$ cat config.mk
export PLATFORM = sky130hd
export DESIGN_NAME = tct_ctrl
export DESIGN_NICKNAME = d
export VERILOG_FILES = /design/src/hw/rtl/tct_pkg.sv /design/src/hw/rtl/tct_ctrl.sv
export SDC_FILE = /design/constraint.sdc
export NUM_CORES = 1
export LEC_CHECK = 0
export BUFFER_PORTS_ARGS = -buffer_cell sky130_fd_sc_hd__buf_2
export CORE_AREA = 2 2 39 41
export CTS_CLUSTER_SIZE = 8
export DETAILED_ROUTE_END_ITERATION = 8
export DIE_AREA = 0 0 41 43
export GPL_TIMING_DRIVEN = 0
export PLACE_DENSITY = 0.45
export SLEW_MARGIN = 40
export SYNTH_ARGS = -nofsm -noshare
export SYNTH_HDL_FRONTEND = slang
export SYNTH_SLANG_ARGS = --single-unit
export TNS_END_PERCENT = 1
$ cat constraint.sdc
create_clock -name clk_i -period 1.8 [get_ports clk_i]
set_clock_uncertainty 0.15 [all_clocks]
set_input_delay 0.18 -clock clk_i [delete_from_list [all_inputs] [get_ports clk_i]]
set_output_delay 0.18 -clock clk_i [all_outputs]
set_load 0.02 [all_outputs]
$ cat src/hw/rtl/tct_pkg.sv
// Shared constants, codes and control structures of the text console teletype engine.
package tct_pkg;

  localparam int unsigned COLUMNS    = 80;
  localparam int unsigned ROWS       = 25;
  localparam int unsigned CELL_COUNT = COLUMNS * ROWS;

  localparam int unsigned COL_W  = $clog2(COLUMNS);
  localparam int unsigned ROW_W  = $clog2(ROWS);
  localparam int unsigned ADDR_W = $clog2(CELL_COUNT);
  localparam int unsigned CNT_W  = $clog2(CELL_COUNT + 1);

  localparam int unsigned CHAR_W  = 8;
  localparam int unsigned COLOR_W = 4;
  localparam int unsigned RADDR_W = 11;
  localparam int unsigned LOC_W   = 11;
  localparam int unsigned CELL_W  = 16;

  localparam int unsigned TAB_STEP = 8;

  localparam logic [CHAR_W-1:0] CH_BS    = 8'h08;
  localparam logic [CHAR_W-1:0] CH_TAB   = 8'h09;
  localparam logic [CHAR_W-1:0] CH_LF    = 8'h0A;
  localparam logic [CHAR_W-1:0] CH_CR    = 8'h0D;
  localparam logic [CHAR_W-1:0] CH_SPACE = 8'h20;

  localparam logic [CELL_W-1:0] BLANK_CELL = 16'h0F20;

  typedef enum logic [1:0] {
    MODE_PUT   = 2'd0,
    MODE_CLEAR = 2'd1,
    MODE_READ  = 2'd2,
    MODE_NOP   = 2'd3
  } mode_e;

  // Commands from the controller to the datapath.
  typedef struct packed {
    logic load_item;
    logic exec_put;
    logic home;
    logic cnt_clr;
    logic clr_step;
    logic scr_step;
    logic rd_cell;
    logic load_result;
  } tct_cmd_t;

  // Status from the datapath to the controller.
  typedef struct packed {
    mode_e mode;
    logic  scroll_req;
    logic  clr_last;
    logic  scr_last;
    logic  out_free;
  } tct_stat_t;

endpackage

$ cat src/hw/rtl/tct_ctrl.sv
// Controller state machine of the text console teletype engine.
module tct_ctrl (
  input  logic               clk_i,
  input  logic               rst_ni,
  input  logic               in_valid_i,
  output logic               in_ready_o,
  input  tct_pkg::tct_stat_t stat_i,
  output tct_pkg::tct_cmd_t  cmd_o
);
  import tct_pkg::*;

  localparam logic [2:0] S_INIT   = 3'd0;
  localparam logic [2:0] S_IDLE   = 3'd1;
  localparam logic [2:0] S_EXEC   = 3'd2;
  localparam logic [2:0] S_CLEAR  = 3'd3;
  localparam logic [2:0] S_SCROLL = 3'd4;
  localparam logic [2:0] S_FINISH = 3'd5;

  logic [2:0] state_q, state_d;

  always_ff @(posedge clk_i or negedge rst_ni) begin
    if (!rst_ni) begin
      state_q <= S_INIT;
    end else begin
      state_q <= state_d;
    end
  end

  always_comb begin
    state_d    = state_q;
    cmd_o      = '0;
    in_ready_o = 1'b0;
    unique case (state_q)
      S_INIT: begin
        cmd_o.clr_step = 1'b1;
        if (stat_i.clr_last) begin
          state_d = S_IDLE;
        end
      end
      S_IDLE: begin
        in_ready_o = 1'b1;
        if (in_valid_i) begin
          cmd_o.load_item = 1'b1;
          state_d         = S_EXEC;
        end
      end
      S_EXEC: begin
        cmd_o.cnt_clr = 1'b1;
        unique case (stat_i.mode)
          MODE_PUT: begin
            cmd_o.exec_put = 1'b1;
            state_d = stat_i.scroll_req ? S_SCROLL : S_FINISH;
          end
          MODE_CLEAR: begin
            cmd_o.home = 1'b1;
            state_d    = S_CLEAR;
          end
          MODE_READ: begin
            cmd_o.rd_cell = 1'b1;
            state_d       = S_FINISH;
          end
          default: begin
            state_d = S_FINISH;
          end
        endcase
      end
      S_CLEAR: begin
        cmd_o.clr_step = 1'b1;
        if (stat_i.clr_last) begin
          state_d = S_FINISH;
        end
      end
      S_SCROLL: begin
        cmd_o.scr_step = 1'b1;
        if (stat_i.scr_last) begin
          state_d = S_FINISH;
        end
      end
      S_FINISH: begin
        if (stat_i.out_free) begin
          cmd_o.load_result = 1'b1;
          state_d           = S_IDLE;
        end
      end
      default: begin
        state_d = S_INIT;
      end
    endcase
  end

endmodule

* Word-level counts from Yosys, hierarchy flattened
Index checks and enable logic that the tools add are counted.
Storage, ports and cells: register bits after elaboration 3, input bits 9, output and inout bits 9
Operators by class: eq/ne operators 12, muxes and demuxes 20, reduce and logical (&&, ||, !) cells 4
Operators with widths (count):
- two-way mux 3 bit | 6
- case mux 3 bit (6 select lines) | 1
- two-way mux 1 bit | 12
- != test 2 bit, second input constant | 5
- equality test 3 x 2 -> 1 bit, second input constant | 2
- equality test 3 bit, second input constant | 2
- case mux 3 bit (2 select lines) | 1
- AND reduction 5 bit | 1
- equality test 3 x 1 -> 1 bit, second input constant | 1
- logical NOT 3 bit | 1
- equality test 2 x 1 -> 1 bit, second input constant | 1
- equality test 2 bit, second input constant | 1
- logical NOT 2 bit | 1
- OR reduction 2 bit | 1

* Longest topological paths before layout
Gate-level depths: netlist of run 1.
depth in word-level cells 3, depth in mapped cells 4, gate-level depth less buffers 3

* Worst setup path after synthesis of run 1
No wires, ideal clock.
kind reg-to-output, start register state_q[2], end output cmd_o[5] (netlist name), arrival 1.378 ns, required time 1.470 ns, path slack 0.092 ns, stages on the path, launching flop included 4, path through dfrtp_1 inv_2 nand2_2 nor4b_1
RTL lines:
- from (decl) | RTL line tct_ctrl.sv:19 | logic [2:0] state_q, state_d;
- from (signal assigned) | RTL line tct_ctrl.sv:25 | state_q <= state_d;
- to (decl) | RTL line tct_ctrl.sv:8 | output tct_pkg::tct_cmd_t cmd_o

==> impl_metrics.env, run 1 <==
export IMPL_clock_sinks=3
export IMPL_synth_simple_area_share_pct=39.41
export IMPL_path_buf_inv=2
export IMPL_dp_hpwl_um=546.7
export IMPL_p_clk_share_pct=16.6
export IMPL_rr_worst_depth=3
export IMPL_post_synth_main_area_contributors="dfrtp_1, nor4b_1, a31o_2, nor3b_2, o22ai_1"
export IMPL_finalMaxSlewViolations=0
export IMPL_crit_family="flip-flops"
export IMPL_start_util_pct=18.35
export IMPL_start_kind="register"
export IMPL_std_cell_rows=14
export IMPL_die_w_um=41
export IMPL_crit_fanout=7
export IMPL_clk_path_buf_depth=2
export IMPL_ys_top_cells_by_count="dfrtp_1, nor2_1, nor4b_1"
export IMPL_setup_tns_ns=0
export IMPL_core_area_um2=1384
export IMPL_largest_register_ffs=3
export IMPL_firstDrtPassIters=2
export IMPL_pwr_density_cell_nw_per_um2=1743
export IMPL_combPwrFrac_pct=63.3
export IMPL_arrival_ns=1.34
export IMPL_seq_area_frac_synth_pct=29.56
export IMPL_end_kind="output port"
export IMPL_max_vdd_ir_drop_mv=0.4085
export IMPL_synth_compound_area_share_pct=18.23
export IMPL_antenna_cells=0
export IMPL_p_int_mw=0.3687
export IMPL_h_tree_depth=1
export IMPL_dieArea_um2=1763
export IMPL_critPathSlowestCell="dfrtp_2"
export IMPL_syn_nets=38
export IMPL_syn_area_per_cell_um2=8.758
export IMPL_switching_share_pct=46.66
export IMPL_vias_per_cell=4.343
export IMPL_cpPeakStageDelay_ns=0.45
export IMPL_cellLeakagePower_nw=0.2035
export IMPL_cts_setup_buffers=0
export IMPL_wire_per_inst_um=10.00
export IMPL_synth_area_um2=254.0
export IMPL_rsz0062_at_grt="false"
export IMPL_remaining_drc_errors=0
export IMPL_slew_headroom_pct=80.69
export IMPL_setup_viol=0
export IMPL_synth_edf_count=0
export IMPL_clk_pin_slew_ns=0.04
export IMPL_period_share_pct=93.03
export IMPL_postLayoutCoreUtil_pct=28.66
export IMPL_finalWirelength_um=670
export IMPL_grt_util_all_layers_pct=8.945
export IMPL_num_io_pins=18
export IMPL_drt_iter0_drc=7
export IMPL_grt_max_degree=11
export IMPL_min_period_ns=1.675
export IMPL_num_vias=291
export IMPL_status="finished clean"
export IMPL_detail_route_antenna_nets=0
export IMPL_synth_xor_area_share_pct=3.448
export IMPL_ys_types=20
export IMPL_hp_class="in2reg"
export IMPL_reg_top3="state_q: 3 flops"
export IMPL_grt_pass1_wl_um=1097
export IMPL_tightest_slew_ns=0.2856
export IMPL_gp_congestion=0.6062
export IMPL_p_switching_mw=0.3226
export IMPL_synthToLayoutAreaGrowth_pct=56.16
export IMPL_crit_cells=4
export IMPL_syn_instance_count=29
export IMPL_cts_tree="built"
export IMPL_asyncSetResetFlopFracSynth_pct=100.0
export IMPL_maxCapViolations=0
export IMPL_regMostFlops="state_q"
export IMPL_crit_type="reg2out"
export IMPL_fmax_mhz=597.2
export IMPL_synth_mux_area_share_pct=0
export IMPL_finalPower_mw=0.6912
export IMPL_crit_required_ns=1.47
export IMPL_io_buffer_count=17
export IMPL_drive_gt1_share_pct=56.86
export IMPL_synth_ff_type="dfrtp_1"
export IMPL_hold_depth=4
export IMPL_die_y_um=43
export IMPL_grt_overflow=0
export IMPL_crit_chain="inv_2 -> nand2_2 -> nor4b_1 -> buf_2"
export IMPL_final_hold_violation_count=0
export IMPL_seqPwrFrac_pct=20.1
export IMPL_synth_top_family_by_area="simple AND/OR/NAND/NOR gates"
export IMPL_fin_nets=61
export IMPL_grt_pass1_vias=294
export IMPL_ys_warn_count=0
export IMPL_yosysTopAreaCellShare_pct=29.56
export IMPL_synth_fa_ha_area_share_pct=0
export IMPL_clock_root_buffer="clkbuf_4"
export IMPL_ys_seq_elements=3
export IMPL_antenna_found_initial=0
export IMPL_insertion_delay_ns=0.23
export IMPL_cts_buffers_inserted=3
export IMPL_synth_area_leader_cell="dfrtp_1"
-- per-stage QoR --
step / hold WS [ns] / worst slack [ns] / instances / instance area, µm²
after global placement: -0.1724 / 0.2942 / 62 / 359.1
final: 0.1077 / 0.1254 / 67 / 396.6
after CTS: 0.1086 / 0.07087 / 67 / 395.4
after floorplan: -0.2656 / 0.09228 / 29 / 254.0
after global routing: 0.1308 / 0.008287 / 67 / 396.6
after detailed placement: -0.1734 / 0.3306 / 62 / 359.1
-- final timing paths --
path | slack (ns) | to | start
max | 0.13 | cmd_o[5] | state_q[2]
max reg2reg | 0.59 | state_q[1] | state_q[0]
min | 0.11 | state_q[2] | stat_i[0]
min reg2reg | 0.44 | state_q[2] | state_q[1]
min in group asynchronous | 0.13 | state_q[0] | rst_ni
max in group asynchronous | 1.26 | state_q[2] | rst_ni
-- tightest hold or removal path, delay by kind of cell --
kind | cells | cell delay [ns]
and+or+nand+nor | 2 | 0.11
buffers and inverters | 1 | 0.09
AOI/OAI and AO/OA | 1 | 0.07
-- final cells by class --
type	count	area (µm²)
inverter	2	7.507
fill	157	987.2
tap	16	20.02
buffer	2	16.27
timing repair buffer	18	95.09
clock buffer	4	26.28
multi-input combinational	22	155.1
sequential	3	76.32
-- per-layer routing --
layer,GRT usage (%),wire length [µm],part of all wire (%)
met1,11.29,337,50
met2,13.13,263,39
met3,3.141,68,10
met4,4.000,0,0
met5,0,0,0
-- cell families after synthesis --
logic type,Yosys count
XOR/XNOR,1
AO/OA/AOI/OAI,6
buffers and inverters,4
AND/OR/NAND/NOR,15
flip-flops,3
-- layout by cell type, fill, tap and decap left out --
cell type,instances
buf_2,18
nor2_1,3
nor4b_1,3
clkbuf_4,3
nand2_1,2
o22ai_1,2
a31o_2,2
dfrtp_1,2
buf_6,1
inv_2,1
nand2_2,1
nor3b_2,1
nor3_1,1
and4b_1,1
xor2_1,1
and2_4,1
nor4_1,1
inv_1,1
a22o_1,1
nor2b_1,1
a211oi_1,1
clkbuf_1,1
dlygate4sd3_1,1
dfrtp_2,1
-- power by group through the flow --
stage | Combinational, mW | Clock (mW) | Sequential, mW
6_report | 0.438 | 0.115 | 0.139
5_1_grt | 0.486 | 0.124 | 0.146
4_1_cts | 0.443 | 0.121 | 0.137
3_5_place_dp | 0.441 | 0 | 0.138
3_3_place_gp | 0.435 | 0 | 0.140
2_1_floorplan | 0.331 | 0 | 0.128
-- repair_timing --
item / in CTS / in global routing
gates resized for setup: 0 / 1
hold buffers: 1 / 0
setup endpoints to repair: 0 / 2
hold endpoints to repair: 3 / 0
Note: power is estimated with default switching activity, not from simulation.
==> run 2: changes to the inputs <==
- CELL_PAD_IN_SITES_DETAIL_PLACEMENT: unset -> 1
- CELL_PAD_IN_SITES_GLOBAL_PLACEMENT: unset -> 2
- PLACE_DENSITY: 0.45 -> 0.75
- TNS_END_PERCENT: 1 -> unset
- clock period: 1.8 -> 2 ns (I/O delays scaled with it)
==> run 2 against run 1 <==
Net effect: total power shrank 9.3%; flip-flop and latch count did not move; via count rose by 4.1%; sequential share of layout area decreased by 0.26 points; non-clock buffer count unchanged; combinational power shrank 9.8%; final cell count did not move; cell area down 0.32%; utilization is 0.090 points lower; wire length increased by 7.6%; critical endpoint unchanged.
==> impl_metrics.env, run 2 (same netlist as run 1, synthesis figures left out) <==
export IMPL_status="finished clean"
export IMPL_period_share_pct=87.68
export IMPL_io_buffer_count=17
export IMPL_grt_util_all_layers_pct=9.859
export IMPL_remaining_drc_errors=0
export IMPL_end_kind="output port"
export IMPL_grt_pass1_vias=286
export IMPL_drt_iter0_drc=2
export IMPL_p_clk_share_pct=17.4
export IMPL_crit_family="flip-flops"
export IMPL_nFillCells=173
export IMPL_crit_fanout=7
export IMPL_hp_class="in2reg"
export IMPL_rsz0062_at_grt="false"
export IMPL_stdcell_area_um2=395.4
export IMPL_finalWirelength_um=721
export IMPL_p_switching_mw=0.2965
export IMPL_finalNonFillerCells=67
export IMPL_setup_tns_ns=0
export IMPL_fin_nets=61
export IMPL_h_tree_depth=1
export IMPL_final_common_cell="buf_2"
export IMPL_synthToLayoutAreaGrowth_pct=55.66
export IMPL_detail_route_antenna_nets=0
export IMPL_arrival_ns=1.40
export IMPL_grt_pass1_wl_um=1152
export IMPL_clock_root_buffer="clkbuf_4"
export IMPL_crit_chain="inv_2 -> nand2_2 -> nor4b_1 -> buf_2"
export IMPL_dp_hpwl_um=554.9
export IMPL_clk_pin_slew_ns=0.04
export IMPL_insertion_delay_ns=0.24
export IMPL_crit_required_ns=1.65
export IMPL_std_cell_rows=14
export IMPL_grt_use_met1_pct=11.97
export IMPL_wire_per_inst_um=10.76
export IMPL_gp_congestion=0.7205
export IMPL_drive_gt1_share_pct=54.90
export IMPL_critPathSlowestCell="dfrtp_1"
export IMPL_path_buf_inv=2
export IMPL_cts_buffers_inserted=3
export IMPL_reg_top3="state_q: 3 flops"
export IMPL_fmax_mhz=570.3
export IMPL_slew_headroom_pct=82.72
export IMPL_max_vdd_ir_drop_mv=0.4244
export IMPL_final_cell_mix="buf_2, nor2_1, nor4b_1, clkbuf_4, dfrtp_1"
export IMPL_start_kind="register"
export IMPL_start_util_pct=18.35
export IMPL_finalMaxSlewViolations=0
export IMPL_antenna_found_initial=0
export IMPL_grt_overflow=0
export IMPL_largest_register_ffs=3
export IMPL_vias_per_cell=4.522
export IMPL_switching_share_pct=47.31
export IMPL_cts_tree="built"
export IMPL_p_int_mw=0.3302
export IMPL_crit_type="reg2out"
export IMPL_final_hold_violation_count=0
export IMPL_gr_usage_met2_pct=13.44
export IMPL_finalPower_mw=0.6267
export IMPL_maxCapViolations=0
export IMPL_grt_max_degree=11
export IMPL_tightest_slew_ns=0.2556
export IMPL_cpPeakStageDelay_ns=0.45
export IMPL_clock_sinks=3
export IMPL_die_y_um=43
export IMPL_core_area_um2=1384
export IMPL_min_period_ns=1.754
export IMPL_pwr_density_cell_nw_per_um2=1585
export IMPL_cts_setup_buffers=0
export IMPL_met3_usage_pct=1.571
export IMPL_combPwrFrac_pct=63.1
export IMPL_antenna_cells=0
export IMPL_place_inst=62
export IMPL_rrSetupSlack_ns=0.78
export IMPL_num_vias=303
export IMPL_num_io_pins=18
export IMPL_setup_viol=0
export IMPL_clk_path_buf_depth=2
export IMPL_busiest_layer="met2"
export IMPL_regMostFlops="state_q"
export IMPL_cellLeakagePower_nw=0.2049
export IMPL_seqPwrFrac_pct=19.6
export IMPL_dieArea_um2=1763
export IMPL_firstDrtPassIters=2
export IMPL_placed_area_um2=359.1
export IMPL_die_w_um=41
run 2: power groups by stage:
| stage | combinational (mW) | sequential (mW) | clock (mW) |
|---|---|---|---|
| global placement | 0.394 | 0.122 | 0 |
| finish | 0.395 | 0.123 | 0.109 |
| detailed placement | 0.401 | 0.124 | 0 |
| floorplan | 0.298 | 0.115 | 0 |
| CTS | 0.404 | 0.123 | 0.113 |
| global route | 0.435 | 0.129 | 0.118 |
run 2: final timing paths:
check / startpoint / to / depth (start not counted)
max in group asynchronous: rst_ni / state_q[2] / 2
worst min register to register: state_q[1] / state_q[2] / 2
worst min-delay path: stat_i[1] / state_q[0] / 3
worst max register to register: state_q[0] / state_q[1] / 3
min in group asynchronous: rst_ni / state_q[0] / 2
worst max-delay path: state_q[2] / cmd_o[5] / 4
run 2: worst min-delay path, cell delays in order:
cell      delay [ns]
buf_2           0.07
a211oi_1        0.06
o22ai_1         0.12
run 2: metrics by stage:
step	util (%)	worst slack (ns)	hold slack [ns]
6_report	28.57	0.2464	0.1157
5_1_grt	28.57	0.1195	0.1491
4_1_cts	28.57	0.2177	0.1140
3_5_place_dp	25.95	0.4710	-0.1509
3_3_place_gp	25.95	0.4894	-0.1512
2_1_floorplan	-	0.2723	-0.2456
run 2: per-layer routing:
metal / wire length (µm) / part of all wire (%)
met5: 0 / 0
met4: 26 / 3.6
met3: 37 / 5.1
met2: 338 / 47
met1: 318 / 44
run 2: repair_timing:
action	CTS	global route
endpoints found under the hold margin	3	0
resized for setup	0	0
hold buffers	1	0
run 2: layout make-up:
class                      instances  area (µm²)  share of cell area, %
buffer                             2       16.27                  4.114
multi-input combinational         22       155.1                  39.24
tap                               16       20.02                  5.063
sequential                         3       75.07                  18.99
inverter                           2       7.507                  1.899
clock buffer                       4       26.28                  6.646
timing repair buffer              18       95.09                  24.05
==> run 3: changes to the inputs <==
- PLACE_DENSITY: 0.75 -> unset
- PLACE_DENSITY_LB_ADDON: unset -> 0.1
==> run 3 against run 2 <==
Net effect: cell area unchanged; largest power group unchanged; wire length increased by 8.5%; die area unchanged; utilization unchanged; largest cell class unchanged; register-to-register slack about the same; total power increased by 0.70%; via count rose by 4.0%; sequential share of layout area did not move.
==> impl_metrics.env, run 3 (same netlist as run 1, synthesis figures left out) <==
export IMPL_grt_pass1_wl_um=1317
export IMPL_final_cell_mix="buf_2, nor2_1, nor4b_1, clkbuf_4, dfrtp_1"
export IMPL_finalPower_mw=0.6311
export IMPL_clk_pin_slew_ns=0.04
export IMPL_multi_input_area_um2=155.1
export IMPL_rrSetupSlack_ns=0.78
export IMPL_setup_viol=0
export IMPL_grt_max_degree=11
export IMPL_num_vias=315
export IMPL_critPathSlowestCell="dfrtp_1"
export IMPL_cts_tree="built"
export IMPL_core_area_um2=1384
export IMPL_slew_headroom_pct=81.57
export IMPL_crit_type="reg2out"
export IMPL_std_cell_rows=14
export IMPL_fin_nets=61
export IMPL_detail_route_antenna_nets=0
export IMPL_clock_sinks=3
export IMPL_vias_per_cell=4.701
export IMPL_min_period_ns=1.797
export IMPL_num_io_pins=18
export IMPL_crit_fanout=7
export IMPL_maxCapViolations=0
export IMPL_pre_cts_ws_ns=0.3990
export IMPL_insertion_delay_ns=0.24
export IMPL_start_kind="register"
export IMPL_cts_setup_buffers=0
export IMPL_clock_root_buffer="clkbuf_4"
export IMPL_max_vdd_ir_drop_mv=0.4442
export IMPL_final_hold_violation_count=0
export IMPL_drt_iter0_drc=3
export IMPL_remaining_drc_errors=0
export IMPL_finalWirelength_um=782
export IMPL_firstDrtPassIters=2
export IMPL_path_buf_inv=2
export IMPL_ff_latch_area_um2=75.07
export IMPL_period_share_pct=89.87
export IMPL_grt_util_all_layers_pct=11.67
export IMPL_dieArea_um2=1763
export IMPL_wire_per_inst_um=11.67
export IMPL_largest_register_ffs=3
export IMPL_cellLeakagePower_nw=0.2049
export IMPL_final_common_cell="buf_2"
export IMPL_dp_hpwl_um=641.7
export IMPL_fmax_mhz=556.4
export IMPL_drive_gt1_share_pct=54.90
export IMPL_antenna_cells=0
export IMPL_start_util_pct=18.35
export IMPL_cts_buffers_inserted=3
export IMPL_regMostFlops="state_q"
export IMPL_hold_ws_ns=0.1258
export IMPL_pwr_density_cell_nw_per_um2=1596
export IMPL_io_buffer_count=17
export IMPL_grt_overflow=0
export IMPL_timing_final_ws_setup_ns=0.2026
export IMPL_crit_family="flip-flops"
export IMPL_grt_pass1_vias=326
export IMPL_nFillCells=181
export IMPL_reg_top3="state_q: 3 flops"
export IMPL_cpPeakStageDelay_ns=0.46
export IMPL_die_w_um=41
export IMPL_tightest_slew_ns=0.2726
export IMPL_end_kind="output port"
export IMPL_crit_required_ns=1.65
export IMPL_h_tree_depth=1
export IMPL_synthToLayoutAreaGrowth_pct=55.66
export IMPL_setup_tns_ns=0
export IMPL_clk_path_buf_depth=2
export IMPL_arrival_ns=1.45
export IMPL_antenna_found_initial=0
export IMPL_gp_congestion=0.6953
export IMPL_rsz0062_at_grt="false"
export IMPL_status="finished clean"
export IMPL_finalMaxSlewViolations=0
export IMPL_hp_class="in2async"
export IMPL_die_y_um=43
export IMPL_crit_chain="inv_2 -> nand2_2 -> nor4b_1 -> buf_2"
[run 3: cell counts in the layout (fill, tap and decap cells not counted)]
Identical to the previous run, type by type.
[run 3: worst paths after layout]
path / startpoint / endpoint / cells past startpoint
setup / recovery: state_q[2] / cmd_o[5] / 4
hold / removal: rst_ni / state_q[1] / 2
setup reg to reg: state_q[0] / state_q[1] / 3
hold reg to reg: state_q[1] / state_q[2] / 2
max in group asynchronous: rst_ni / state_q[0] / 2
min in group clk_i: stat_i[1] / state_q[0] / 3
[run 3: per-stage QoR]
step | cells | utilization [%] | instance area [µm²]
after floorplan | 29 | - | 254.0
final | 67 | 28.57 | 395.4
after CTS | 67 | 28.57 | 395.4
after detailed placement | 62 | 25.95 | 359.1
after global placement | 62 | 25.95 | 359.1
after global routing | 67 | 28.57 | 395.4
[run 3: repair_timing]
item | CTS | global route
endpoints found under the hold margin | 3 | 0
gates resized for setup | 0 | 0
setup endpoints to repair | 0 | 0
hold buffers | 1 | 0
[run 3: final cells by class]
type                            instances  area share, %
Buffer                                  2          4.114
Clock buffer                            4          6.646
Inverter                                2          1.899
Multi-Input combinational cell         22          39.24
Sequential cell                         3          18.99
Tap cell                               16          5.063
Timing Repair Buffer                   18          24.05
[run 3: metal layers]
metal	up-vias	share of wire (%)	GRT usage (%)
li1	153	-	-
met5	-	0	0
met3	2	8.2	3.665
met1	147	36	11.97
met4	0	1.5	12.00
met2	13	54	16.88
[run 3: report_power, final]
group          internal (mW)  total, mW  switching (mW)
sequential            0.0901      0.125          0.0348
clock                 0.0748      0.108          0.0331
combinational          0.165      0.398           0.233
total                  0.330      0.631           0.301
[run 3: worst register-to-register path, cell delays in order, from the launching register on]
cell and delay (ns):
dfrtp_1 0.41, nor3b_2 0.18, and2_4 0.17, a31o_2 0.20
